[src/rtl/core/trc_pkg.sv]
// Shared types, widths and the edge test function of the tile grid ray caster.
// Used by the divider, the controller, the datapath and the top level; depends on nothing.
package trc_pkg;

  // Default map and scan sizes.
  localparam int MAP_SIDE_DEF = 64;
  localparam int MAX_SCAN_DEF = 64;

  // Tile coordinate, edge numerator and cross product widths (signed).
  localparam int COORD_W = 11;
  localparam int N_W     = 20;
  localparam int P_W     = 40;
  // Divider widths: numerator is the edge numerator scaled by 2^14.
  localparam int FRAC_SH = 14;
  localparam int NUM_W   = N_W - 1 + FRAC_SH;
  localparam int DEN_W   = 16;
  localparam int DIST_W  = 16;

  // Commands from the controller to the datapath.
  typedef struct packed {
    logic load_in;
    logic clr_step;
    logic wr_rd;
    logic wr_wb;
    logic set_a;
    logic set_b;
    logic row_start;
    logic tile_step;
    logic div_start;
    logic div_sel_y;
    logic load_out;
  } trc_cmd_t;

  // Status from the datapath to the controller.
  typedef struct packed {
    logic clr_last;
    logic tile_last;
    logic row_last;
    logic found_x;
    logic found_y;
    logic div_done;
    logic out_free;
  } trc_sts_t;

  // Outcome of one edge test.
  typedef struct packed {
    logic           ok;
    logic [N_W-2:0] nn;
  } trc_edge_t;

  // Tests one tile edge: the numerator must lie ahead and the crossing must
  // fall on the closed edge span. Signs are folded so the along term is positive.
  function automatic trc_edge_t edge_eval(input logic signed [N_W-1:0] n,
                                          input logic signed [P_W-1:0] p,
                                          input logic                  neg,
                                          input logic [DEN_W-1:0]      qa);
    logic signed [N_W-1:0] nn_s;
    logic signed [P_W-1:0] pp;
    logic signed [P_W-1:0] lim;
    trc_edge_t             r;
    nn_s = neg ? -n : n;
    pp   = neg ? -p : p;
    lim  = P_W'({qa, 8'h00});
    r.ok = !nn_s[N_W-1] && !pp[P_W-1] && (pp <= lim);
    r.nn = nn_s[N_W-2:0];
    return r;
  endfunction

endpackage

[src/rtl/core/trc_ctrl.sv]
// Controller state machine of the tile grid ray caster.
// Depends on trc_pkg for the command and status types.
module trc_ctrl (
  input  logic              clk,
  input  logic              rst_n,
  input  logic              in_valid,
  input  logic              in_mode,
  output logic              in_ready,
  input  trc_pkg::trc_sts_t sts,
  output trc_pkg::trc_cmd_t cmd
);

  localparam logic [3:0] S_CLR    = 4'd0;
  localparam logic [3:0] S_IDLE   = 4'd1;
  localparam logic [3:0] S_WR_RD  = 4'd2;
  localparam logic [3:0] S_WR_WB  = 4'd3;
  localparam logic [3:0] S_SET_A  = 4'd4;
  localparam logic [3:0] S_SET_B  = 4'd5;
  localparam logic [3:0] S_ROW    = 4'd6;
  localparam logic [3:0] S_TILE   = 4'd7;
  localparam logic [3:0] S_DIVX   = 4'd8;
  localparam logic [3:0] S_WAITX  = 4'd9;
  localparam logic [3:0] S_DIVY   = 4'd10;
  localparam logic [3:0] S_WAITY  = 4'd11;
  localparam logic [3:0] S_RESULT = 4'd12;

  localparam logic MODE_WRITE = 1'b1;

  logic [3:0] state_r, state_nxt;

  // Next state and commands.
  always_comb begin
    state_nxt = state_r;
    cmd       = '0;
    in_ready  = 1'b0;
    case (state_r)
      S_CLR: begin
        cmd.clr_step = 1'b1;
        if (sts.clr_last) begin
          state_nxt = S_IDLE;
        end
      end
      S_IDLE: begin
        in_ready = 1'b1;
        if (in_valid) begin
          cmd.load_in = 1'b1;
          state_nxt   = (in_mode == MODE_WRITE) ? S_WR_RD : S_SET_A;
        end
      end
      S_WR_RD: begin
        cmd.wr_rd = 1'b1;
        state_nxt = S_WR_WB;
      end
      S_WR_WB: begin
        cmd.wr_wb = 1'b1;
        state_nxt = S_IDLE;
      end
      S_SET_A: begin
        cmd.set_a = 1'b1;
        state_nxt = S_SET_B;
      end
      S_SET_B: begin
        cmd.set_b = 1'b1;
        state_nxt = S_ROW;
      end
      S_ROW: begin
        cmd.row_start = 1'b1;
        state_nxt     = S_TILE;
      end
      S_TILE: begin
        cmd.tile_step = 1'b1;
        if (sts.tile_last) begin
          state_nxt = sts.row_last ? S_DIVX : S_ROW;
        end
      end
      S_DIVX: begin
        cmd.div_start = sts.found_x;
        state_nxt     = sts.found_x ? S_WAITX : S_DIVY;
      end
      S_WAITX: begin
        if (sts.div_done) begin
          state_nxt = S_DIVY;
        end
      end
      S_DIVY: begin
        cmd.div_sel_y = 1'b1;
        cmd.div_start = sts.found_y;
        state_nxt     = sts.found_y ? S_WAITY : S_RESULT;
      end
      S_WAITY: begin
        if (sts.div_done) begin
          state_nxt = S_RESULT;
        end
      end
      S_RESULT: begin
        if (sts.out_free) begin
          cmd.load_out = 1'b1;
          state_nxt    = S_IDLE;
        end
      end
      default: begin
        state_nxt = S_IDLE;
      end
    endcase
  end

  // State register; reset starts the map clearing pass.
  always_ff @(posedge clk) begin
    if (!rst_n) begin
      state_r <= S_CLR;
    end else begin
      state_r <= state_nxt;
    end
  end

  // The last tile of the last row hands over to the division phase.
  a_scan_end: assert property (@(posedge clk) disable iff (!rst_n)
    (state_r == S_TILE) && sts.tile_last && sts.row_last |=> (state_r == S_DIVX))
    else $error("scan did not end at the last tile");

  // The divider only reports while the controller waits for it.
  a_div_wait: assert property (@(posedge clk) disable iff (!rst_n)
    sts.div_done |-> (state_r == S_WAITX) || (state_r == S_WAITY))
    else $error("divider finished outside a wait state");

  // The clearing pass ends at the last map row and opens the input.
  a_clr_end: assert property (@(posedge clk) disable iff (!rst_n)
    (state_r == S_CLR) && sts.clr_last |=> (state_r == S_IDLE))
    else $error("clearing pass did not end at the last row");

endmodule

[config.mk]
export PLATFORM = sky130hd
export DESIGN_NAME = trc_ctrl
export DESIGN_NICKNAME = d
export VERILOG_FILES = /design/src/rtl/core/trc_pkg.sv /design/src/rtl/core/trc_ctrl.sv
export SDC_FILE = /design/constraint.sdc
export NUM_CORES = 1
export LEC_CHECK = 0
export ABC_AREA = 1
export BUFFER_PORTS_ARGS = -buffer_cell sky130_fd_sc_hd__buf_4
export CAP_MARGIN = 20
export CORE_AREA = 10 10 47 49
export DETAILED_ROUTE_END_ITERATION = 7
export DIE_AREA = 0 0 57 59
export PLACE_DENSITY = 0.65
export SLEW_MARGIN = 20
export SYNTH_ARGS = -nofsm -noshare
export SYNTH_HDL_FRONTEND = slang
export SYNTH_SLANG_ARGS = --single-unit
export TNS_END_PERCENT = 20
[constraint.sdc]
create_clock -name clk -period 2.1 [get_ports clk]
set_input_delay 0.42 -clock clk [delete_from_list [all_inputs] [get_ports clk]]
set_output_delay 0.42 -clock clk [all_outputs]
set_load 0.005 [all_outputs]
==> impl_metrics.ini <==
[critical_path]
crit_path_end_kind = primary output
r2r-start = state_r[1]
r2r_slack_ns = 0.70
r2r_end = state_r[2]
worstSetupStartpointType = flop
path_max_fanout = 6
worst_ep_arrival_time_ns = 1.29
critical_path_class = reg -> out
reg2reg_depth = 6
required_ns = 1.68

[grt]
antenna_found_initial = 0
grt_pass1_wl_um = 2484
grt_max_degree = 9
grt_use_total_pct = 8.886
grt_pass1_vias = 609
grt.overflow.total = 0

[final_layout]
n_antenna_cell = 0
largest_register_ffs = 4
most-common-layout-cells = nand2_1 (26), buf_4 (22), nor2_1 (19), inv_1 (17), nand3_1 (7)
top_register = state_r
instances_no_fill = 139
area_growth_pct = 39.41
layout_commonest_cell = nand2_1
top_regs = state_r: 4 flops
drive_above_1_share_pct = 33.33
nets = 136
final.fill_count = 161

[clocking]
post_cts_buffers = 0
tritoncts = yes
clock-root-buffer = clkbuf_4
clock_insertion_delay_worst_skew_ns = 0.23
cts.reportedPaths.clkPinSlew_ns = 0.04
hold_buffers = 0
cts_resized = 0
cts_made_buffers = 3
htreeDepth = 1
cts_max_path_buffers = 2
cts.sinks = 4

[detailed_routing]
wire_per_inst_um = 10.69
drt_iter0_drc = 8
drtAntennaViolNets = 0
finalWirelength_um = 1486
viasPerCell = 4.633
first_pass_iters = 4
drc_errors = 0
routed-via-count = 644

[synthesis]
yosysUniqueCellTypes = 17
seq_area_frac_synth_pct = 15.76
syn_area_um2 = 508.0
yosysWarnings = 0
syn_inst = 99
avgSynthCellArea_um2 = 5.131
ys_seq_elements = 4
syn_nets = 110

[power_and_ir_drop]
ir_worst_vdd_mv = 0.4687
p_per_area_mw_per_mm2 = 879.9
power.leakage_nw = 0.4343
p_total_w = 0.0006231

[min_path]
min_path_type = in -> reg
hold_depth = 3
hp-start = rst_n
whs_endpoint = state_r[0]

[die]
pin_count = 23
initial_core_util_pct = 36.25
die_h_um = 59
fp.dieW_um = 57
die_area_mm2 = 0.003363
rows = 14
core_area_mm2 = 0.001401

[sta]
rsz0062_at_grt = no
worst_pin_slew_ns = 0.3182
max_slew_margin_pct = 78.76
hold_viol_final = 0
min_period_ns = 1.707
skew_ns = 0.002014
setup_tns_ns = 0
drv_slew = 0
final.period_utilization_pct = 81.29
max_freq_mhz = 585.8
setup_violations = 0

[place]
hpwlAfterDp_um = 1268
portBuffers = 22
place_congestion = 0.8753
place_inst = 136

[job]
maxCapViolations = 0

[outcome]
status = complete, no violations
-- layer usage --
layer	share of wire, %	vias up	GRT usage (%)
met5	0	-	0
met2	50	18	15.97
met4	0.94	0	5.034
li1	-	344	-
met3	6.5	2	2.146
met1	43	280	9.222
-- power breakdown --
group	internal [W]	leakage, nW	switching (W)
combinational	0.000160	0.388	0.000231
sequential	0.0000965	0.0327	0.0000451
clock	0.0000637	0.0138	0.0000276
total	0.000320	0.434	0.000303
-- worst max-delay path, cell delays in order (launching register included) --
cell     delay (ns)
dfxtp_1        0.47
inv_1          0.11
nor2_1         0.21
nand2_1        0.10
inv_1          0.06
buf_4          0.10
-- per-stage QoR --
| stage | utilization [%] | cell area, µm² | hold WS [ns] | setup WS (ns) |
|---|---|---|---|---|
| 6_report | 50.54 | 708.2 | 0.4535 | 0.3930 |
| 5_1_grt | 50.54 | 708.2 | 0.4628 | 0.2848 |
| 4_1_cts | 50.54 | 708.2 | 0.4482 | 0.3978 |
| 3_5_place_dp | 48.93 | 685.7 | 0.5364 | 0.6513 |
| 3_3_place_gp | 48.93 | 685.7 | 0.5318 | 0.6593 |
| 2_1_floorplan | - | 508.0 | 0.5089 | 0.8400 |
-- synth_stat cells --
library cell,count,area share (%)
nand2_1,26,19
nor2_1,19,14
inv_1,17,13
nand3_1,7,6.9
nand2_2,5,6.2
dfxtp_1,4,16
inv_2,4,3.0
nor2_2,4,4.9
a21oi_1,3,3.0
o21ai_0,3,3.0
buf_4,1,1.5
nand2_4,1,2.2
nand3_2,1,2.0
nand4_1,1,1.2
nor2_4,1,2.2
nor3_1,1,0.98
o211ai_1,1,1.5
-- final cells by class --
cell class | count | area [µm²] | share of cell area (%)
repair buffers | 22 | 165.2 | 23.32
clock buffers | 3 | 22.52 | 3.180
multi-input cells | 73 | 341.6 | 48.23
inverters | 21 | 78.83 | 11.13
flip-flops and latches | 4 | 80.08 | 11.31
well taps | 16 | 20.02 | 2.827
-- worst max path at each step --
| stage | from | to | depth (start not counted) |
|---|---|---|---|
| after floorplan | state_r[2] | cmd[2] | 5 |
| after global placement | state_r[1] | cmd[8] | 5 |
| after CTS | state_r[2] | cmd[4] | 5 |
| after global routing | state_r[2] | cmd[4] | 5 |
| after detailed placement | state_r[2] | cmd[4] | 5 |
| final | state_r[2] | cmd[4] | 5 |
-- kinds of logic after synthesis --
family                 Yosys count  share of synthesized area, %
flip-flops                       4                         15.76
AND/OR/NAND/NOR                 66                         59.85
buffers and inverters           22                         16.99
AO/OA/AOI/OAI                    7                         7.388
No activity file was read; power rests on OpenSTA's default activity.
